==> src/rrte_pkg.sv <==
`timescale 1ns / 1ps
`default_nettype none

package rrte_pkg;

  localparam int unsigned TypeW   = 8;
  localparam int unsigned HandleW = 8;
  localparam int unsigned TimeW   = 16;
  localparam int unsigned RepW    = 8;
  localparam int unsigned TriesW  = 5;   // holds up to 31 attempts
  localparam int unsigned CfgIdxW = 1;

  localparam logic [TimeW-1:0] AnswerTimeoutRst = 16'd200;
  localparam logic [TimeW-1:0] CooldownRst      = 16'd400;

  localparam logic [CfgIdxW-1:0] CFG_ANSWER_TIMEOUT = 1'd0;
  localparam logic [CfgIdxW-1:0] CFG_COOLDOWN       = 1'd1;

  typedef enum logic [1:0] {
    OP_TICK  = 2'd0,
    OP_FRAME = 2'd1,
    OP_ENQ   = 2'd2,
    OP_NONE  = 2'd3
  } opcode_e;

  typedef enum logic [1:0] {
    CMD_TICK  = 2'd0,
    CMD_FRAME = 2'd1,
    CMD_ENQ   = 2'd2
  } cmd_kind_e;

  typedef enum logic [2:0] {
    EV_SEND     = 3'd0,
    EV_INCOMING = 3'd1,
    EV_ANSWER   = 3'd2,
    EV_TIMEOUT  = 3'd3,
    EV_REJECT   = 3'd4
  } event_kind_e;

  typedef struct packed {
    cmd_kind_e            kind;
    logic [TypeW-1:0]     msg_type;
    logic                 crc;
    logic                 one_shot;
    logic [TriesW-1:0]    tries;
    logic [TimeW-1:0]     gap;
    logic [HandleW-1:0]   handle;
  } cmd_t;

  typedef struct packed {
    logic [HandleW-1:0]   handle;
    logic [TypeW-1:0]     msg_type;
    logic                 crc;
    logic                 one_shot;
    logic [TriesW-1:0]    tries;
    logic [TimeW-1:0]     gap;
  } req_t;

  typedef struct packed {
    event_kind_e          kind;
    logic [TypeW-1:0]     event_type;
    logic [TypeW-1:0]     request_type;
    logic                 crc;
    logic [HandleW-1:0]   handle;
    logic                 last;
  } result_t;

endpackage

`default_nettype wire

==> src/rrte_if.sv <==
`timescale 1ns / 1ps
`default_nettype none

interface rrte_in_if;
  logic        valid;
  logic        ready;
  logic [1:0]  opcode;
  logic [7:0]  msg_type;
  logic        crc_flag;
  logic        expects_no_answer;
  logic [7:0]  repeat_count;
  logic [15:0] retry_gap_ms;
  logic [7:0]  message_handle;

  modport source (output valid, opcode, msg_type, crc_flag, expects_no_answer,
                  repeat_count, retry_gap_ms, message_handle, input ready);
  modport sink (input valid, opcode, msg_type, crc_flag, expects_no_answer,
                repeat_count, retry_gap_ms, message_handle, output ready);
endinterface

interface rrte_out_if;
  logic        valid;
  logic        ready;
  logic [2:0]  event_kind;
  logic [7:0]  event_type;
  logic [7:0]  request_type;
  logic        event_crc;
  logic [7:0]  event_handle;
  logic        last_of_run;

  modport source (output valid, event_kind, event_type, request_type, event_crc,
                  event_handle, last_of_run, input ready);
  modport sink (input valid, event_kind, event_type, request_type, event_crc,
                event_handle, last_of_run, output ready);
endinterface

interface rrte_cfg_if;
  logic        valid;
  logic        ready;
  logic [0:0]  index;
  logic [15:0] data;

  modport source (output valid, index, data, input ready);
  modport sink (input valid, index, data, output ready);
endinterface

`default_nettype wire

==> src/request_retry_timeout_engine_core.sv <==
`timescale 1ns / 1ps
`default_nettype none

// Channel | Dir | Beat carries
// --------+-----+--------------------------------------------------------------
// req_i   | in  | opcode, msg_type, crc_flag, expects_no_answer, repeat_count,
//         |     | retry_gap_ms, message_handle
// cfg_i   | in  | index (0 answer timeout, 1 cooldown), data (16 bits)
// evt_o   | out | event_kind, event_type, request_type, event_crc, event_handle,
//         |     | last_of_run
//
// Steps: on the execution side each item passes through a fetch state, which
// reads the request queue head from its registered memory port, and an execute
// state, which updates state. The item after one that yields results waits in
// the execute step until the result slots have drained, and no new item is
// taken from the command queue until the execute step is done.
// Reset: rst_ni clears all control state; timeouts load 200 ms and 400 ms.
// Stalls: a two-beat command queue between intake and execution lets req_i take
// beats until it is full while a result waits on evt_o. cfg_i never stalls.
module request_retry_timeout_engine_core #(
  parameter int unsigned QUEUE_DEPTH = 8,
  parameter int unsigned MAX_RETRIES = 9
) (
  input  logic        clk_i,
  input  logic        rst_ni,
  rrte_in_if.sink     req_i,
  rrte_cfg_if.sink    cfg_i,
  rrte_out_if.source  evt_o
);
  import rrte_pkg::*;

  logic [TimeW-1:0] answer_timeout_q;
  logic [TimeW-1:0] cooldown_q;
  cmd_t             cmd;
  logic             cmd_valid;
  logic             cmd_ready;

  // Writes are registered; the user writes only with the engine idle, unchecked.
  assign cfg_i.ready = 1'b1;

  always_ff @(posedge clk_i or negedge rst_ni) begin
    if (!rst_ni) begin
      answer_timeout_q <= AnswerTimeoutRst;
      cooldown_q       <= CooldownRst;
    end else if (cfg_i.valid) begin
      unique case (cfg_i.index)
        CFG_ANSWER_TIMEOUT: answer_timeout_q <= cfg_i.data;
        CFG_COOLDOWN:       cooldown_q       <= cfg_i.data;
        default: ;
      endcase
    end
  end

  // Intake: classify each beat, cap the attempt count, buffer commands.
  rrte_front #(
    .MAX_RETRIES (MAX_RETRIES)
  ) u_front (
    .clk_i       (clk_i),
    .rst_ni      (rst_ni),
    .req         (req_i),
    .cmd_o       (cmd),
    .cmd_valid_o (cmd_valid),
    .cmd_ready_i (cmd_ready)
  );

  // Execution: timers, request queue, send / answer / timeout decisions.
  rrte_back #(
    .QUEUE_DEPTH (QUEUE_DEPTH)
  ) u_back (
    .clk_i            (clk_i),
    .rst_ni           (rst_ni),
    .cmd_i            (cmd),
    .cmd_valid_i      (cmd_valid),
    .cmd_ready_o      (cmd_ready),
    .answer_timeout_i (answer_timeout_q),
    .cooldown_i       (cooldown_q),
    .evt              (evt_o)
  );

endmodule

`default_nettype wire

==> src/rrte_front.sv <==
`timescale 1ns / 1ps
`default_nettype none

module rrte_front #(
  parameter int unsigned MAX_RETRIES = 9
) (
  input  logic          clk_i,
  input  logic          rst_ni,
  rrte_in_if.sink       req,
  output rrte_pkg::cmd_t cmd_o,
  output logic          cmd_valid_o,
  input  logic          cmd_ready_i
);
  import rrte_pkg::*;

  localparam logic [RepW-1:0]   RepCap   = RepW'(MAX_RETRIES);
  localparam logic [TriesW-1:0] TriesMax = TriesW'(MAX_RETRIES + 1);

  cmd_t       fifo_q [2];
  logic       wr_ptr_q, rd_ptr_q;
  logic [1:0] cnt_q;
  cmd_t       cmd_d;
  logic       push, pop;

  assign req.ready   = (cnt_q != 2'd2);
  assign cmd_valid_o = (cnt_q != 2'd0);
  assign cmd_o       = fifo_q[rd_ptr_q];

  // Classify the beat; the unused opcode is taken and dropped here.
  always_comb begin
    cmd_d            = '0;
    cmd_d.msg_type   = req.msg_type;
    cmd_d.crc        = req.crc_flag;
    cmd_d.one_shot   = req.expects_no_answer;
    cmd_d.handle     = req.message_handle;
    push             = 1'b0;
    unique case (opcode_e'(req.opcode))
      OP_TICK:  begin cmd_d.kind = CMD_TICK;  push = 1'b1; end
      OP_FRAME: begin cmd_d.kind = CMD_FRAME; push = 1'b1; end
      OP_ENQ:   begin cmd_d.kind = CMD_ENQ;   push = 1'b1; end
      default:  begin cmd_d.kind = CMD_TICK;  push = 1'b0; end
    endcase
    if (req.expects_no_answer) begin
      cmd_d.tries = TriesW'(1);
      cmd_d.gap   = '0;
    end else begin
      cmd_d.gap = req.retry_gap_ms;
      if (req.repeat_count < RepCap) begin
        cmd_d.tries = req.repeat_count[TriesW-1:0] + TriesW'(1);
      end else begin
        cmd_d.tries = TriesMax;
      end
    end
    push = push && req.valid && req.ready;
  end

  assign pop = cmd_valid_o && cmd_ready_i;

  always_ff @(posedge clk_i) begin
    if (push) begin
      fifo_q[wr_ptr_q] <= cmd_d;
    end
  end

  always_ff @(posedge clk_i or negedge rst_ni) begin
    if (!rst_ni) begin
      wr_ptr_q <= 1'b0;
      rd_ptr_q <= 1'b0;
      cnt_q    <= 2'd0;
    end else begin
      if (push) wr_ptr_q <= ~wr_ptr_q;
      if (pop)  rd_ptr_q <= ~rd_ptr_q;
      cnt_q <= cnt_q + 2'(push) - 2'(pop);
    end
  end

  fifo_bound_a: assert property (@(posedge clk_i) disable iff (!rst_ni)
    cnt_q != 2'd3) else $error("command queue count out of range");

  fifo_push_a: assert property (@(posedge clk_i) disable iff (!rst_ni)
    (push && !pop) |=> cnt_q == $past(cnt_q) + 2'd1)
    else $error("command queue lost a push");

  fifo_drop_a: assert property (@(posedge clk_i) disable iff (!rst_ni)
    (req.valid && req.ready && req.opcode == OP_NONE && !pop) |=> $stable(cnt_q))
    else $error("unused opcode reached the command queue");

endmodule

`default_nettype wire

==> src/rrte_back.sv <==
`timescale 1ns / 1ps
`default_nettype none

module rrte_back #(
  parameter int unsigned QUEUE_DEPTH = 8
) (
  input  logic              clk_i,
  input  logic              rst_ni,
  input  rrte_pkg::cmd_t    cmd_i,
  input  logic              cmd_valid_i,
  output logic              cmd_ready_o,
  input  logic [15:0]       answer_timeout_i,
  input  logic [15:0]       cooldown_i,
  rrte_out_if.source        evt
);
  import rrte_pkg::*;

  localparam int unsigned PtrW = (QUEUE_DEPTH > 1) ? $clog2(QUEUE_DEPTH) : 1;
  localparam int unsigned CntW = $clog2(QUEUE_DEPTH + 1);
  localparam int unsigned SumW = CntW + 1;
  localparam logic [CntW-1:0] DepthCnt = CntW'(QUEUE_DEPTH);
  localparam logic [SumW-1:0] DepthSum = SumW'(QUEUE_DEPTH);
  localparam logic [PtrW-1:0] LastPtr  = PtrW'(QUEUE_DEPTH - 1);

  typedef enum logic {ST_FETCH, ST_EXEC} state_e;

  state_e            state_q, state_d;
  cmd_t              cmd_q;
  req_t              mem [QUEUE_DEPTH];
  req_t              rd_q;
  logic              waiting_q, waiting_d;
  logic [TimeW-1:0]  cd_q, cd_d, rl_q, rl_d, ae_q, ae_d;
  logic [TypeW-1:0]  last_q, last_d;
  logic [PtrW-1:0]   head_q, head_d, head_nxt, tail;
  logic [CntW-1:0]   cnt_q, cnt_d;
  logic [SumW-1:0]   sum;
  result_t           res_q [2];
  logic [1:0]        out_cnt_q;
  result_t           r0, r1;
  logic [1:0]        nres;
  logic              fetch, exec, out_pop;
  logic              mem_we;
  logic [PtrW-1:0]   mem_wa;
  req_t              mem_wd;
  logic [TriesW-1:0] h_tries;
  logic [HandleW-1:0] h_handle;
  logic              do_pop, enq_ok;

  assign cmd_ready_o = (state_q == ST_FETCH);
  assign fetch       = cmd_ready_o && cmd_valid_i;
  assign exec        = (state_q == ST_EXEC) && (out_cnt_q == 2'd0);
  assign out_pop     = evt.valid && evt.ready;

  assign head_nxt = (head_q == LastPtr) ? '0 : head_q + PtrW'(1);
  assign sum      = SumW'(head_q) + SumW'(cnt_q);
  assign tail     = (sum >= DepthSum) ? PtrW'(sum - DepthSum) : PtrW'(sum);
  assign h_tries  = (cnt_q != '0) ? rd_q.tries  : '0;
  assign h_handle = (cnt_q != '0) ? rd_q.handle : '0;

  always_comb begin
    state_d   = state_q;
    waiting_d = waiting_q;
    cd_d      = cd_q;
    rl_d      = rl_q;
    ae_d      = ae_q;
    last_d    = last_q;
    head_d    = head_q;
    cnt_d     = cnt_q;
    r0        = '0;
    r1        = '0;
    nres      = 2'd0;
    mem_we    = 1'b0;
    mem_wa    = head_q;
    mem_wd    = rd_q;
    do_pop    = 1'b0;
    enq_ok    = 1'b0;
    if (fetch) state_d = ST_EXEC;
    if (exec) begin
      state_d = ST_FETCH;
      if (cmd_q.kind == CMD_TICK) begin
        if (cd_q != '0) cd_d = cd_q - TimeW'(1);
        if (rl_q != '0) rl_d = rl_q - TimeW'(1);
        if (waiting_q && ae_q != '1) ae_d = ae_q + TimeW'(1);
      end
      if (cmd_q.kind == CMD_ENQ) begin
        if (cnt_q >= DepthCnt) begin
          r0.kind       = EV_REJECT;
          r0.event_type = cmd_q.msg_type;
          r0.handle     = cmd_q.handle;
          nres          = 2'd1;
        end else begin
          enq_ok           = 1'b1;
          mem_we           = 1'b1;
          mem_wa           = tail;
          mem_wd.handle    = cmd_q.handle;
          mem_wd.msg_type  = cmd_q.msg_type;
          mem_wd.crc       = cmd_q.crc;
          mem_wd.one_shot  = cmd_q.one_shot;
          mem_wd.tries     = cmd_q.tries;
          mem_wd.gap       = cmd_q.gap;
          cnt_d            = cnt_q + CntW'(1);
        end
      end else if (!waiting_q) begin
        if (cmd_q.kind == CMD_FRAME) begin
          r0.kind       = EV_INCOMING;
          r0.event_type = cmd_q.msg_type;
          r0.crc        = cmd_q.crc;
          nres          = 2'd1;
        end
        if (cnt_q != '0 && cd_d == '0 && rl_d == '0) begin
          if (rd_q.tries != '0) begin
            r1.kind       = EV_SEND;
            r1.event_type = rd_q.msg_type;
            r1.crc        = rd_q.crc;
            r1.handle     = rd_q.handle;
            if (nres == 2'd0) r0 = r1;
            nres          = nres + 2'd1;
            last_d        = rd_q.msg_type;
            cd_d          = cooldown_i;
            mem_we        = 1'b1;
            mem_wa        = head_q;
            mem_wd.tries  = rd_q.tries - TriesW'(1);
            if (rd_q.one_shot) begin
              do_pop = 1'b1;
            end else begin
              waiting_d = 1'b1;
              ae_d      = '0;
              rl_d      = rd_q.gap;
            end
          end else begin
            do_pop = 1'b1;
          end
        end
      end else if (ae_d > answer_timeout_i) begin
        if (h_tries == '0) begin
          do_pop          = 1'b1;
          r0.kind         = EV_TIMEOUT;
          r0.event_type   = last_q;
          r0.request_type = last_q;
          r0.handle       = h_handle;
          nres            = 2'd1;
        end
        waiting_d = 1'b0;
      end else if (cmd_q.kind == CMD_FRAME) begin
        r0.kind         = EV_ANSWER;
        r0.event_type   = cmd_q.msg_type;
        r0.request_type = last_q;
        r0.crc          = cmd_q.crc;
        r0.handle       = h_handle;
        nres            = 2'd1;
        do_pop          = 1'b1;
        waiting_d       = 1'b0;
      end
      if (do_pop) begin
        rl_d = '0;
        if (cnt_q != '0) begin
          head_d = head_nxt;
          cnt_d  = cnt_q - CntW'(1);
        end
      end
      r0.last = (nres == 2'd1);
      r1.last = 1'b1;
    end
  end

  // Request queue: one write port, registered head read.
  always_ff @(posedge clk_i) begin
    if (mem_we) mem[mem_wa] <= mem_wd;
    if (fetch)  rd_q <= mem[head_q];
  end

  always_ff @(posedge clk_i or negedge rst_ni) begin
    if (!rst_ni) begin
      state_q   <= ST_FETCH;
      cmd_q     <= '0;
      waiting_q <= 1'b0;
      cd_q      <= '0;
      rl_q      <= '0;
      ae_q      <= '0;
      last_q    <= '0;
      head_q    <= '0;
      cnt_q     <= '0;
      res_q[0]  <= '0;
      res_q[1]  <= '0;
      out_cnt_q <= 2'd0;
    end else begin
      state_q   <= state_d;
      waiting_q <= waiting_d;
      cd_q      <= cd_d;
      rl_q      <= rl_d;
      ae_q      <= ae_d;
      last_q    <= last_d;
      head_q    <= head_d;
      cnt_q     <= cnt_d;
      if (fetch) cmd_q <= cmd_i;
      if (exec && nres != 2'd0) begin
        res_q[0]  <= r0;
        res_q[1]  <= r1;
        out_cnt_q <= nres;
      end else if (out_pop) begin
        res_q[0]  <= res_q[1];
        out_cnt_q <= out_cnt_q - 2'd1;
      end
    end
  end

  assign evt.valid        = (out_cnt_q != 2'd0);
  assign evt.event_kind   = res_q[0].kind;
  assign evt.event_type   = res_q[0].event_type;
  assign evt.request_type = res_q[0].request_type;
  assign evt.event_crc    = res_q[0].crc;
  assign evt.event_handle = res_q[0].handle;
  assign evt.last_of_run  = res_q[0].last;

  queue_bound_a: assert property (@(posedge clk_i) disable iff (!rst_ni)
    cnt_q <= DepthCnt) else $error("request queue count above depth");

  wait_nonempty_a: assert property (@(posedge clk_i) disable iff (!rst_ni)
    waiting_q |-> cnt_q != '0) else $error("waiting for an answer with no request");

  out_slots_a: assert property (@(posedge clk_i) disable iff (!rst_ni)
    out_cnt_q != 2'd3) else $error("result slots overfilled");

  enq_count_a: assert property (@(posedge clk_i) disable iff (!rst_ni)
    enq_ok |=> cnt_q == $past(cnt_q) + CntW'(1))
    else $error("enqueue did not grow the request queue");

endmodule

`default_nettype wire
==> src/flat_wrapper.sv <==
// flat-port wrapper written by rule: the top's interface ports become plain ports
module request_retry_timeout_engine_core_flat import rrte_pkg::*;
#(
  parameter int unsigned QUEUE_DEPTH = 8,
  parameter int unsigned MAX_RETRIES = 9
)
  (clk_i, rst_ni, req_i_valid, req_i_opcode, req_i_msg_type, req_i_crc_flag, req_i_expects_no_answer, req_i_repeat_count, req_i_retry_gap_ms, req_i_message_handle, req_i_ready, cfg_i_valid, cfg_i_index, cfg_i_data, cfg_i_ready, evt_o_valid, evt_o_event_kind, evt_o_event_type, evt_o_request_type, evt_o_event_crc, evt_o_event_handle, evt_o_last_of_run, evt_o_ready);
  rrte_in_if req_i_i ();
  rrte_cfg_if cfg_i_i ();
  rrte_out_if evt_o_i ();
  input  logic clk_i;
  input  logic rst_ni;
  input wire logic [$bits(req_i_i.valid)-1:0] req_i_valid;
  input wire logic [$bits(req_i_i.opcode)-1:0] req_i_opcode;
  input wire logic [$bits(req_i_i.msg_type)-1:0] req_i_msg_type;
  input wire logic [$bits(req_i_i.crc_flag)-1:0] req_i_crc_flag;
  input wire logic [$bits(req_i_i.expects_no_answer)-1:0] req_i_expects_no_answer;
  input wire logic [$bits(req_i_i.repeat_count)-1:0] req_i_repeat_count;
  input wire logic [$bits(req_i_i.retry_gap_ms)-1:0] req_i_retry_gap_ms;
  input wire logic [$bits(req_i_i.message_handle)-1:0] req_i_message_handle;
  output wire logic [$bits(req_i_i.ready)-1:0] req_i_ready;
  input wire logic [$bits(cfg_i_i.valid)-1:0] cfg_i_valid;
  input wire logic [$bits(cfg_i_i.index)-1:0] cfg_i_index;
  input wire logic [$bits(cfg_i_i.data)-1:0] cfg_i_data;
  output wire logic [$bits(cfg_i_i.ready)-1:0] cfg_i_ready;
  output wire logic [$bits(evt_o_i.valid)-1:0] evt_o_valid;
  output wire logic [$bits(evt_o_i.event_kind)-1:0] evt_o_event_kind;
  output wire logic [$bits(evt_o_i.event_type)-1:0] evt_o_event_type;
  output wire logic [$bits(evt_o_i.request_type)-1:0] evt_o_request_type;
  output wire logic [$bits(evt_o_i.event_crc)-1:0] evt_o_event_crc;
  output wire logic [$bits(evt_o_i.event_handle)-1:0] evt_o_event_handle;
  output wire logic [$bits(evt_o_i.last_of_run)-1:0] evt_o_last_of_run;
  input wire logic [$bits(evt_o_i.ready)-1:0] evt_o_ready;
  assign req_i_i.valid = req_i_valid;
  assign req_i_i.opcode = req_i_opcode;
  assign req_i_i.msg_type = req_i_msg_type;
  assign req_i_i.crc_flag = req_i_crc_flag;
  assign req_i_i.expects_no_answer = req_i_expects_no_answer;
  assign req_i_i.repeat_count = req_i_repeat_count;
  assign req_i_i.retry_gap_ms = req_i_retry_gap_ms;
  assign req_i_i.message_handle = req_i_message_handle;
  assign req_i_ready = req_i_i.ready;
  assign cfg_i_i.valid = cfg_i_valid;
  assign cfg_i_i.index = cfg_i_index;
  assign cfg_i_i.data = cfg_i_data;
  assign cfg_i_ready = cfg_i_i.ready;
  assign evt_o_valid = evt_o_i.valid;
  assign evt_o_event_kind = evt_o_i.event_kind;
  assign evt_o_event_type = evt_o_i.event_type;
  assign evt_o_request_type = evt_o_i.request_type;
  assign evt_o_event_crc = evt_o_i.event_crc;
  assign evt_o_event_handle = evt_o_i.event_handle;
  assign evt_o_last_of_run = evt_o_i.last_of_run;
  assign evt_o_i.ready = evt_o_ready;
  request_retry_timeout_engine_core #(.QUEUE_DEPTH(QUEUE_DEPTH), .MAX_RETRIES(MAX_RETRIES)) u_core (.clk_i(clk_i), .rst_ni(rst_ni), .req_i(req_i_i), .cfg_i(cfg_i_i), .evt_o(evt_o_i));
endmodule
==> config.mk <==
export PLATFORM = sky130hd
export DESIGN_NAME = request_retry_timeout_engine_core_flat
export DESIGN_NICKNAME = d
export VERILOG_FILES = /design/src/rrte_pkg.sv /design/src/rrte_if.sv /design/src/request_retry_timeout_engine_core.sv /design/src/rrte_front.sv /design/src/rrte_back.sv /design/src/flat_wrapper.sv
export SDC_FILE = /design/constraint.sdc
export NUM_CORES = 1
export LEC_CHECK = 0
export ABC_CLOCK_PERIOD_IN_PS = 6000
export BUFFER_PORTS_ARGS = -buffer_cell sky130_fd_sc_hd__buf_4
export CAP_MARGIN = 20
export CORE_UTILIZATION = 55
export CTS_CLUSTER_DIAMETER = 40
export DETAILED_ROUTE_END_ITERATION = 16
export PLACE_DENSITY = 0.73
export SYNTH_ARGS = -nofsm -noshare
export SYNTH_HDL_FRONTEND = slang
export SYNTH_SLANG_ARGS = --single-unit
==> constraint.sdc <==
create_clock -name clk_i -period 6 [get_ports clk_i]
set_clock_uncertainty 0.05 [all_clocks]
set_input_delay 0.3 -clock clk_i [delete_from_list [all_inputs] [get_ports clk_i]]
set_output_delay 0.3 -clock clk_i [all_outputs]
set_load 0.05 [all_outputs]
; After elaboration in Yosys (flattened, before gate mapping)
; Memories as Yosys holds them, arrays and structs flattened. A register that Yosys moved wholly into a read port is not among the register bits.
; Cells that the tools add are included.
[totals]
mem_count = 2
wordCells = 210
output_inout_bits = 32
ramBits = 394
register_bits = 153
[mem_list]
columns = memory, depth, width, read_ports, rd_clocked_by_memory_dff, write_ports, line_no
row1 = u_core.u_back.mem, 8, 39, 1, 1, 1, rrte_back.sv:29  ; req_t mem [QUEUE_DEPTH];
row2 = u_core.u_front.fifo_q, 2, 41, 1, 1, 1, rrte_front.sv:19  ; cmd_t fifo_q [2];
[classes]
order_cmp = 4
n_reduce_logical = 32
muxes = 119
n_eq_ne = 8
n_bitwise = 6
n_addsub = 14
[ops]
columns = op, n
row1 = $mux W16, 25
row2 = $mux W29, 6
row3 = $mux W8, 10
row4 = $mux W39, 2
row5 = $mux W18, 3
row6 = $mux W9, 6
row7 = $mux W1, 33
row8 = $logic_not A16 Y1, 2
row9 = $reduce_bool A16 Y1, 2
row10 = $sub A16 B1 Y16 const B, 2
row11 = $mux W5, 6
row12 = $mux W28, 1
row13 = $mux W27, 1
row14 = $mux W2, 12
row15 = $mux W11, 2
row16 = $mux W21, 1
row17 = $add A16 B1 Y16 const B, 1
row18 = $gt A16 B16 Y1, 1
row19 = $mux W4, 4
row20 = $ne A16 B16 Y1 const B, 1
row21 = $mux W3, 5
row22 = $mux W10, 1
row23 = $reduce_bool A2 Y1, 5
row24 = $logic_and A1 B1 Y1, 9
row25 = 29 further kinds, 42

; Depth between registers and ports, before layout
; Gate-level depths: netlist (run 1).
[depth]
depth_word = 15
mapped_depth = 21

; Modules after synthesis
; From an unflattened synthesis (run 1), not the netlist that was laid out.
[unflattened]
hier_cells = 1889
hier_area_um2 = 27555.2
[modules_own_cells]
columns = mod, instances, cells_per_inst, seq_area_each_um2, area_per_inst_um2
row1 = rrte_back, 1, 1630, 14418.8, 22874.4
row2 = rrte_front, 1, 188, 2562.5, 3409.5
row3 = request_retry_timeout_engine_core, 1, 71, 808.3, 1271.2

; Worst setup path before layout (run 1)
; OpenSTA, ideal clock, no wires.
[synth_path]
path_kind = reg-to-reg
start = register u_core.u_back.rl_q[8]
end = memory u_core.u_back.mem[0][0] (netlist name) (enable)
setup_time_ps = 435
stages_incl_launch_ff = 12
setup_slack_ps = 786
arrival_ps = 4729
period_less_slack_ps = 5214
cell_sequence = dfrtp_1 or4_1 buf_2 o41a_1 a2111oi_2 o31ai_1 a2111oi_1 and3_1 buf_4 nand2_2 o22a_1 nor2_1
[synth_between]
elab_chain_cells = 12
elab_cells_between_ends = 13
[synth_rtl]
columns = item, line_no
row1 = from (decl), rrte_back.sv:32  ; logic [TimeW-1:0] cd_q, cd_d, rl_q, rl_d, ae_q, ae_d;
row2 = from (signal assigned), rrte_back.sv:190  ; rl_q <= rl_d;
row3 = $sub A16 B1 Y16 or $reduce_bool A16 Y1 (tied branches), rrte_back.sv:82  ; if (rl_q != '0) rl_d = rl_q - TimeW'(1);
row4 = $mux W16, rrte_back.sv:82
row5 = $mux W16 *, rrte_back.sv:80  ; if (cmd_q.kind == CMD_TICK) begin
row6 = $mux W16 *, rrte_back.sv:78  ; if (exec) begin
row7 = $logic_not A16 Y1 *, rrte_back.sv:110  ; if (cnt_q != '0 && cd_d == '0 && rl_d == '0) begin
row8 = $logic_and A1 B1 Y1 *, rrte_back.sv:110
row9 = $mux W1 *, rrte_back.sv:110
row10 = $mux W1 *, rrte_back.sv:103  ; end else if (!waiting_q) begin
row11 = $mux W1 *, rrte_back.sv:85  ; if (cmd_q.kind == CMD_ENQ) begin
row12 = $mux W1 *, rrte_back.sv:78
row13 = $mux W1 *, rrte_back.sv:168  ; if (mem_we) mem[mem_wa] <= mem_wd;
row14 = $mux W1 (implied by the code) *, rrte_back.sv:168
row15 = to (decl), rrte_back.sv:29
; Mark *: on every way between the ends. The rest lies on a longest branch, timed or not. The select of a mux whose other input is x is not followed.

; Final worst setup path (run 1)
[layout_path]
start = register u_core.u_back.ae_q[8]
end = register u_core.u_back.res_q (netlist bit u_core.u_back.evt.event_handle[7])
[layout_between]
elab_chain_cells = 14
elab_cells_between_ends = 20
[layout_rtl]
columns = item, line_no
row1 = from (decl), rrte_back.sv:32
row2 = from (signal assigned), rrte_back.sv:179  ; ae_q <= '0;
row3 = from (signal assigned), rrte_back.sv:191  ; ae_q <= ae_d;
row4 = branches (longest 3 deep; another with $add A16 B1 Y16), n/a
row5 = $mux W16 *, rrte_back.sv:80
row6 = $mux W16 *, rrte_back.sv:78
row7 = $gt A16 B16 Y1 *, rrte_back.sv:134  ; end else if (ae_d > answer_timeout_i) begin
row8 = $mux W2, rrte_back.sv:134
row9 = $mux W2, rrte_back.sv:103
row10 = $mux W2, rrte_back.sv:85
row11 = $mux W2 (2 in a row), rrte_back.sv:78
row12 = $reduce_bool A2 Y1, rrte_back.sv:196  ; if (exec && nres != 2'd0) begin
row13 = $logic_and A1 B1 Y1, rrte_back.sv:196
row14 = $mux W29 or $reduce_bool A2 Y1 (tied branches), n/a
row15 = to (decl), rrte_back.sv:37  ; result_t res_q [2];
; Every way passes the cells marked *. The select of a mux whose other input is x is not followed.
; A chain may end at the register's enable or synchronous reset.

==> run summary, run 1 <==
The switching part of the total power came out at between 30 and 40%. The measured slew at the worst slew-check pin is about 1.0 ns. The worst setup path is captured at a flop. The H-tree was split into 3 levels.

The launch instance of the worst register-to-register path is u_core.u_back.ae_q[8]$_DFFE_PN0P_. The via count of the first global-routing pass is roughly 17000. The die outline area came out at 50300 µm².

The per-cell routed wire length is between 20 and 25 µm. In this run the register-to-register setup slack is between 0.6 and 0.7 ns. The count of buffers added on input and output ports is 96. The clock root buffer is sky130_fd_sc_hd__clkbuf_16.

The clock share of power is 38.1%. The post-CTS clock slew at the launch and capture registers of the worst setup and hold paths came out at around 0.06 ns. The number of hold violations in the final report came to 0. The total negative slack is 0 ns. The share of the yosys chip area belonging to registers is between 60% and 70%.

The source-to-sink clock delay at the later pin of the worst-skew pair came out at 0.63 ns. The die height is roughly 220 µm. The number of placed I/O pins is 98. The worst pin sits at a relative slew slack of between 20% and 30%. The number of warnings reported in the yosys synthesis log is 0. The floorplan step set the die width to ~220 µm. Entering global routing, the biggest net connects between 80 and 90 pins. The endpoint identified for the worst register-to-register timing path is u_core.u_back.evt.event_handle[7]$_DFFE_PN0P_. The dominant register cell in the synthesized netlist is sky130_fd_sc_hd__edfxtp_1.

The global-route wire length before repair came out at 97500 µm. The number of cell rows is 81. The filler cell count in the final layout is about 3300. The worst-path maximum fanout is 40. The sequential fraction of design power came out at around 42%. The wire length on met3 came out at 4100 µm.

The share of the core filled with cells came out at 66.0%. The class of the tightest hold or removal check is in2reg. Summed over all nets, the switching power comes to 4.39 mW. The mean instance size in the synthesized netlist came out at between 10 and 15 µm². The type of the worst setup path is reg2reg. The number of antenna diodes in the final layout is 0.

The clock passes through at most 3 buffers. The TritonCTS clock tree is built. The worst reg2reg path depth is 19. In this run the remaining antenna-violating nets after routing total 0. IR analysis of the VDD net gives a maximum drop of 0.337 mV.

The placed instance count is roughly 2500. The sum of routed wire length over all layers is ~63000 µm. The async set or reset register ratio after synthesis is 30.6%. The power density over the cells came out at 448 nW/µm².

The total setup violations reported at the end of the flow is 0. The finished cells cover roughly 32000 µm². For this design, the sink count on the clock tree is roughly 620. The DRC marker count from the first detailed-route iteration came out at around 1800.

The number of different library cells in the post-synthesis netlist is 86. The worst hold path terminates at u_core.u_front.fifo_q[0][29]$_DFFE_PP_. Routability-driven placement finished with a final weighted congestion of roughly 0.91. The footprint of the flip-flops and latches is between 15000 and 20000 µm². The worst setup path is launched from a flop. The critical path arrival came out at between 5 and 6 ns. The count of cells resized by post-cts repair is 0.

The highest metal layer carrying signal wires in the routed design is met4. The number of antenna violations at the first check in global routing came out at 2. The number of max-slew violations in the final report is 0. The effective utilization at floorplan came out at between 50 and 60%. The run finished with clean final reports.

Summing all multi-input logic gate instances after layout gives 8650 µm². The synthesized flop and latch total is ~620. The relative contribution of combinational cells to total power came out at 19.8%. The met1 layer wirelength in the final routing is around 27000 µm. The static leakage power is roughly 12 nW. The critical path starts at u_core.u_back.ae_q[8]$_DFFE_PN0P_.

Of the cells placed in the final design, the portion with a size suffix greater than 1 is a little under a quarter. The finished layout holds around 2700 standard cells, fillers aside. Setup repair after global routing left no endpoint under its margin. The floorplan step defined a core boundary enclosing between 40000 and 50000 µm². The synthesis-to-layout area growth is 18.6%. Internal power comes to ~10 mW. The total overflow reported by the global router came out at 0. Max-cap violations in this run came to 0. The cell area after placement is 28500 µm². In this run, CTS created clock tree buffers numbering between 80 and 90.

The instance count of the mapped netlist came out at about 1900. Counting instances, the worst hold path has a depth of 1. The number of remaining DRC errors came out at 0. The netlist area before placement is ~27000 µm². The number of nets in the final layout is 2108. The number of setup buffers added after CTS is 0.

The data required time at the worst endpoint is 6.47 ns. The number of enable-type register cells in the synthesized netlist came out at between 400 and 500. Static timing analysis puts the maximum clock frequency at 187 MHz. The time the final worst path needs with I/O delays and setup came out at 5.34 ns.

Using the TritonRoute via totals, the vias-per-cell ratio works out to 6.07. Dividing the final minimum period by the clock period gives around 89%. The detailed route wirelength on metal2 came out at 31000 µm.

The first detailed-routing pass ran for 5 iterations. The count of vias placed by the detailed router is ~17000. The startpoint identified for the worst hold timing path is req_i_expects_no_answer. The total routing usage reported by global routing came out at around 26%. The HPWL after detailed placement came out at around 38000 µm.
-- registers in the layout (all words and copies together) (netlist names), 2 cells and up --
name and flops:
u_core.u_back.rd_q 39, u_core.u_back.cmd_q 41, u_core.u_front.fifo_q 82, u_core.u_back.last_q 8, u_core.u_back.rl_q 16, u_core.u_back.evt.request_type 8, u_core.answer_timeout_q 16, u_core.u_back.out_cnt_q 2
u_core.u_front.cnt_q 2, u_core.u_back.cnt_q 4, u_core.u_back.mem 312, u_core.u_back.evt.event_kind 3, u_core.u_back.res_q 18, u_core.u_back.evt.event_type 8, u_core.u_back.head_q 3, u_core.u_back.cd_q 16
u_core.u_back.ae_q 16, u_core.cooldown_q 16, u_core.u_back.evt.event_handle 8
-- worst max-delay path by stage --
stage	slack (ns)	to	depth (start not counted)
after CTS	0.69	u_core.u_back.evt.event_handle[7]$_DFFE_PN0P_	19
after detailed placement	0.79	u_core.u_back.evt.request_type[1]$_DFFE_PN0P_	17
after floorplan	0.79	u_core.u_back.mem[0][0]$_DFFE_PP_	11
after global routing	0.31	u_core.u_back.evt.event_type[0]$_DFFE_PN0P_	19
final	0.66	u_core.u_back.evt.event_handle[7]$_DFFE_PN0P_	19
after global placement	0.91	u_core.u_back.evt.request_type[5]$_DFFE_PN0P_	21
-- kinds of logic (layout without fill, tap and decap cells) --
family                     Yosys count  in the layout  synth area share, %
DFF                                624            624                 65.5
other                                2              3               0.0276
buffers and inverters              184            401                 3.09
muxes                              253            253                 13.3
and+or+nand+nor                    416            416                 7.66
AOI/OAI and AO/OA                  329            329                 8.10
xor gates and xnor gates            25             25                0.806
adders and majority gates           32             32                 1.50
-- routing by layer --
metal	vias to the layer above	track usage, %
li1	7450	-
met1	8478	34.7
met2	631	42.4
met3	105	4.17
met4	0	8.98
met5	-	0
-- critical path, stage by stage (launching register included) --
cell,delay [ns]
sky130_fd_sc_hd__dfrtp_1,0.44
sky130_fd_sc_hd__and3_1,0.27
sky130_fd_sc_hd__nand3_1,0.15
sky130_fd_sc_hd__nor2_1,0.07
sky130_fd_sc_hd__a211oi_1,0.22
sky130_fd_sc_hd__buf_4,0.21
sky130_fd_sc_hd__and4_1,0.33
sky130_fd_sc_hd__nand3_1,0.12
sky130_fd_sc_hd__xnor2_1,0.16
sky130_fd_sc_hd__ha_1,0.21
sky130_fd_sc_hd__a2111oi_0,0.52
sky130_fd_sc_hd__a2111oi_0,0.24
sky130_fd_sc_hd__o31ai_1,0.38
sky130_fd_sc_hd__buf_4,0.22
sky130_fd_sc_hd__mux2i_1,0.14
sky130_fd_sc_hd__nor2_1,0.27
sky130_fd_sc_hd__o2bb2ai_1,0.19
sky130_fd_sc_hd__nor2_4,0.20
sky130_fd_sc_hd__buf_4,0.51
sky130_fd_sc_hd__mux2i_1,0.31
-- through the flow --
stage	setup slack, ns	power (mW)	hold slack (ns)
6_report	0.657	14.4	0.0345
3_3_place_gp	0.910	8.79	0.326
2_1_floorplan	0.786	7.94	-0.0456
5_1_grt	0.314	15.0	0.0513
3_5_place_dp	0.792	8.92	0.340
4_1_cts	0.693	14.5	0.0226
-- power groups by stage --
stage                     Sequential (mW)  Clock, mW  Combinational [mW]
after floorplan                      5.86          0                2.09
after global placement               6.10          0                2.69
after detailed placement             6.12          0                2.80
after CTS                            6.05       5.55                2.85
after global routing                 6.13       5.74                3.12
final                                6.07       5.50                2.86
-- layout by cell type, fill, tap and decap left out, types with 31 or more instances in the layout --
cell / n
sky130_fd_sc_hd__dfrtp_1: 181
sky130_fd_sc_hd__inv_1: 55
sky130_fd_sc_hd__ha_1: 31
sky130_fd_sc_hd__mux2i_1: 80
sky130_fd_sc_hd__o21ai_0: 110
sky130_fd_sc_hd__dlygate4sd3_1: 54
sky130_fd_sc_hd__nor3_1: 40
sky130_fd_sc_hd__a21oi_1: 50
sky130_fd_sc_hd__mux2_2: 85
sky130_fd_sc_hd__nor2_1: 57
sky130_fd_sc_hd__edfxtp_1: 433
sky130_fd_sc_hd__buf_4: 123
sky130_fd_sc_hd__nand2_1: 147
sky130_fd_sc_hd__mux4_2: 78
sky130_fd_sc_hd__clkbuf_16: 90
-- repair_timing --
action	4_1_cts	5_1_grt
hold endpoints to repair	171	0
setup endpoints to repair	0	0
hold buffers	54	0
-- final cells by class --
type | count | area share (%)
multi-input combinational | 1058 | 26.8
tap | 664 | 2.58
inverter | 56 | 0.652
clock buffer | 99 | 7.18
timing repair buffer | 183 | 4.89
clock inverter | 63 | 2.64
sequential | 624 | 55.2
-- cell usage after synthesis, drive strengths merged, types with 9 or more instances --
master | instances | area, µm²
dfrtp | 185 | 4630
nor2 | 70 | 268
mux2i | 80 | 801
nand4 | 17 | 106
mux4 | 78 | 1760
clkbuf | 69 | 259
mux2 | 95 | 1070
edfxtp | 433 | 13000
o21ai | 114 | 571
a211oi | 14 | 105
a21oi | 51 | 259
o31ai | 13 | 108
buf | 59 | 369
a32o | 9 | 90.1
nor2b | 27 | 169
a22o | 27 | 236
nor3 | 41 | 216
xnor2 | 21 | 184
inv | 56 | 210
nand3 | 25 | 125
and3 | 13 | 81.3
nand2b | 11 | 68.8
nor4 | 13 | 87.6
ha | 31 | 388
nand2 | 149 | 562
or3 | 9 | 61.3
a22oi | 18 | 135
Power figures use the tool's default switching activity.
==> run 2, diff against run 1 <==
ABC_AREA = 1   (was default)
==> run 2 against run 1 <==
Against the previous run: non-clock buffer count is 2 higher; register-to-register slack gained 0.40 ns; first-iteration DRC count is 22% higher; critical path type unchanged; critical endpoint is now u_core.u_back.evt.event_handle[0]$_DFFE_PN0P_; largest power group unchanged.
==> run summary, run 2 <==
The largest area contributor in the netlist is sky130_fd_sc_hd__edfxtp_1. The library cell used most frequently in the layout, excluding fill and tap cells, is sky130_fd_sc_hd__nand2_1. The run finished with clean final reports. The die height came to 229 µm (+2.1%).

The worst hold path begins at req_i_repeat_count[0]. By instance count, the cell type seen most on the critical path is sky130_fd_sc_hd__nand2_1. The least setup slack across all paths after layout is 1.05 ns (+0.396 ns). The data required time at the worst endpoint came out at 6.46 ns (about the same).

The worst setup path is captured at a flop. The number of cell rows came to 82 (+1.2%). The share of synthesized area spent on multiplexers came out at 0% (-13 points).

The share of the yosys chip area belonging to registers is 62.7% (-2.7 points). The worst reg2reg path depth is 30 (+11). The tightest min-delay check is of the in2reg type. The maximum number of pins on one net before global-route repair is 108 (+29%). The power density over the cells came out at 440 nW/µm² (-1.7%). The global-route wire length before repair is 117000 µm (+20%). In the layout the commonest cells are sky130_fd_sc_hd__nand2_1, sky130_fd_sc_hd__edfxtp_1, sky130_fd_sc_hd__nor2_1, sky130_fd_sc_hd__o21ai_0, sky130_fd_sc_hd__inv_1. The total negative slack is 0 ns (unchanged). The post-CTS setup repair buffer count is 0 (unchanged). The basic-gate share of the synthesized area counting and, or, nand and nor cells came out at 17.5% (+9.9 points).

Setup repair after global routing left no endpoint under its margin. The compound-gate portion of the synthesized area was 10.8% (+2.7 points). The endpoint identified for the worst register-to-register timing path is u_core.u_back.evt.event_handle[0]$_DFFE_PN0P_. The effective utilization at floorplan is 56.2% (+0.55 points). The synthesized-area fraction occupied by adder cells is 1.44% (-0.063 points). The number of nets still failing antenna checks after routing came out at 0 (unchanged). The proportion of layout cells with a drive suffix above 1 came to 10.9% (-13 points).

The count of buffers from port buffering came out at 96 (unchanged). The clock root buffer is sky130_fd_sc_hd__clkbuf_16. The worst-case vdd ir drop came out at 0.377 mV (+12%). The netlist area before placement came out at 28400 µm² (+4.4%). The source-to-sink clock delay at the later pin of the worst-skew pair came out at 0.64 ns (about the same).

The placeable core region came out at 50500 µm² (+3.3%). The largest registers in the layout are u_core.u_back.mem x312, u_core.u_front.fifo_q x82, u_core.u_back.cmd_q x41. The buffer levels on the longest clock path came to 3 (unchanged). The number of max-cap violations came out at 0 (unchanged). The number of clock sinks came out at 624 (unchanged).

The sum of routed wire length over all layers is 75700 µm (+20%). The setup slack at placement is 1.13 ns (+0.336 ns). The detailed-router iteration count before antenna repair is 6 (+1). The instance count along the most critical hold path was 2 (+1).

The measured slew at the worst slew-check pin came to 1.14 ns (+0.0949 ns). The synthesized flop and latch total was 624 (unchanged). The number of enable-type register cells in the synthesized netlist came out at 433 (unchanged). The critical path arrival is 5.41 ns (-0.40 ns). The total overflow reported by the global router is 0 (unchanged). The instance count of the mapped netlist is 2886 (+55%). The flip-flop count of the largest register after layout is 312 (unchanged).

In the synthesized netlist, the cells that appear most often are sky130_fd_sc_hd__nand2_1, sky130_fd_sc_hd__edfxtp_1, sky130_fd_sc_hd__nor2_1, sky130_fd_sc_hd__o21ai_0, sky130_fd_sc_hd__inv_1. The delay of the slowest cell on the worst path is 0.39 ns (-0.13 ns). Counting flops per register, the top entry is u_core.u_back.mem.

The number of CTS-inserted buffers is 82 (-5.7%). The highest clock frequency the design can meet is 202 MHz (+8.0%). The part of the cycle the worst path needs is 82.5% (-6.6 points). The post-CTS clock slew at the launch and capture registers of the worst setup and hold paths came out at 0.06 ns (about the same). The number of remaining DRC errors came out at 0 (unchanged). The dominant delay contributor by cell family on the critical path is simple AND/OR/NAND/NOR gates. The number of hold violations in the final report is 0 (unchanged).

The max-slew headroom at the worst pin is 23.0% (-6.6 points). The static leakage power is 13.6 nW (+13%). The time the final worst path needs with I/O delays and setup came out at 4.95 ns (-0.396 ns). In the synthesized netlist the dominant register cell turns out to be sky130_fd_sc_hd__edfxtp_1. The register-to-register setup slack came out at 1.05 ns (+0.40 ns). The hold-fix buffer count after cts was 53 (-1.9%). The count of cells resized by post-cts repair came out at 0 (unchanged). The per-cell routed wire length came to 20.3 µm (-12%). The async set or reset register ratio after synthesis is 30.6% (unchanged). The cell with the most instances after synthesis is sky130_fd_sc_hd__nand2_1. Sorting the synthesized cells by area gives the leading types as sky130_fd_sc_hd__edfxtp_1, sky130_fd_sc_hd__dfrtp_1, sky130_fd_sc_hd__nand2_1.

The via count of the first global-routing pass is 21344 (+26%). The H-tree level count was 3 (unchanged). The number of antenna violations at the first check in global routing came to 2 (unchanged).

TritonCTS built the clock tree. The average vias per placed instance was 5.83 (-4.0%). The number of max-slew violations in the final report came out at 0 (unchanged). The final RePlAce weighted congestion came out at 0.921 (+1.6%). The type of the worst setup path is reg2reg. The worst-path maximum fanout came out at 35 (-13%).

The number of different library cells in the post-synthesis netlist was 51 (-41%). The die outline area is 52500 µm² (+4.3%). The number of placed I/O pins came out at 98 (unchanged). The worst setup path is launched from a flop. The sum of buffers and inverters on the critical path came out at 3 (unchanged). The worst-path cell with the longest stage delay is sky130_fd_sc_hd__nor4_1. The number of warnings reported in the yosys synthesis log is 0 (unchanged). The xor/xnor share of the synthesized area was 0.865% (+0.059 points). By area, the combinational part of the netlist is dominated by simple AND/OR/NAND/NOR gates. The number of nets in the final layout came out at 3084 (+46%). The DRC marker count from the first detailed-route iteration came out at 2130 (+22%).

The total routing usage reported by global routing is 28.9% (+3.3 points). The horizontal die dimension is 229 µm (+2.1%). In this run the critical register-to-register path is launched from u_core.u_back.ae_q[0]$_DFFE_PN0P_.

The HPWL after detailed placement came out at 47400 µm (+25%). The mean instance size in the synthesized netlist came out at 9.83 µm² (-33%). The area growth from synthesis to layout is 15.5%. The count of vias placed by the detailed router is 21720 (+30%). The total setup violations reported at the end of the flow came out at 0 (unchanged). For hold timing, the worst endpoint is u_core.u_front.fifo_q[0][24]$_DFFE_PP_. The share of the synthesized area in the top cell type is 45.9% (-2.0 points).
## run 2: stage by stage
| stage | cells | util (%) | hold WS, ns | total power, mW | instance area (µm²) |
|---|---|---|---|---|---|
| after floorplan | 2887 | - | -0.0456 | 8.32 | 28400 |
| after global placement | 3520 | 58.4 | 0.401 | 9.50 | 29500 |
| after detailed placement | 3520 | 58.4 | 0.412 | 9.59 | 29500 |
| after CTS | 3726 | 64.9 | 0.0123 | 14.4 | 32700 |
| after global routing | 3727 | 64.9 | 0.0240 | 15.0 | 32700 |
| final | 3728 | 64.9 | 0.0387 | 14.4 | 32800 |
## run 2: power by group
part | leakage [nW] | switching, mW | total, mW | internal (mW)
registers | 6.40 | 0.503 | 6.10 | 5.60
logic | 5.91 | 2.61 | 3.53 | 0.922
clock network | 1.28 | 1.95 | 4.78 | 2.84
## run 2: worst max path at each step
| stage | cells past startpoint | to | start |
|---|---|---|---|
| 2_1_floorplan | 17 | u_core.u_back.mem[0][0]$_DFFE_PP_ | u_core.u_back.cd_q[0]$_DFFE_PN0P_ |
| 3_3_place_gp | 29 | u_core.u_back.evt.event_handle[2]$_DFFE_PN0P_ | u_core.u_back.ae_q[0]$_DFFE_PN0P_ |
| 3_5_place_dp | 30 | u_core.u_back.evt.event_handle[3]$_DFFE_PN0P_ | u_core.u_back.ae_q[0]$_DFFE_PN0P_ |
| 4_1_cts | 30 | u_core.u_back.evt.event_handle[2]$_DFFE_PN0P_ | u_core.u_back.ae_q[0]$_DFFE_PN0P_ |
| 5_1_grt | 30 | u_core.u_back.evt.event_handle[5]$_DFFE_PN0P_ | u_core.u_back.ae_q[0]$_DFFE_PN0P_ |
| 6_report | 30 | u_core.u_back.evt.event_handle[0]$_DFFE_PN0P_ | u_core.u_back.ae_q[0]$_DFFE_PN0P_ |
## run 2: cell families after synthesis
logic type	after synthesis
and+or+nand+nor	1195
DFF	624
AOI/OAI and AO/OA	555
buffers and inverters	450
adders and majority gates	32
xor gates and xnor gates	28
other	2
## run 2: worst register-to-register path, delay by kind of cell (launching register included)
family,cells,cell delay [ns]
and+or+nand+nor,21,2.74
buffers and inverters,3,0.59
adders and majority gates,2,0.52
DFF,1,0.38
AOI/OAI and AO/OA,3,0.32
xor gates and xnor gates,1,0.26
## run 2: layer usage
| layer | up-vias | track usage (%) | wire length [µm] |
|---|---|---|---|
| met1 | 10507 | 37.2 | 29500 |
| met5 | - | 0 | 13 |
| met4 | 2 | 12.4 | 2920 |
| li1 | 9979 | - | - |
| met2 | 1007 | 48.0 | 36900 |
| met3 | 225 | 5.45 | 6340 |
## run 2: final cells by class
| class | instances | area (µm²) |
|---|---|---|
| sequential | 624 | 17800 |
| multi-input combinational | 1813 | 8770 |
| fill | 3859 | 17700 |
| tap | 672 | 841 |
| inverter | 280 | 1060 |
| clock buffer | 105 | 2210 |
| timing repair buffer | 185 | 1550 |
| antenna | 1 | 2.50 |
| clock inverter | 48 | 518 |
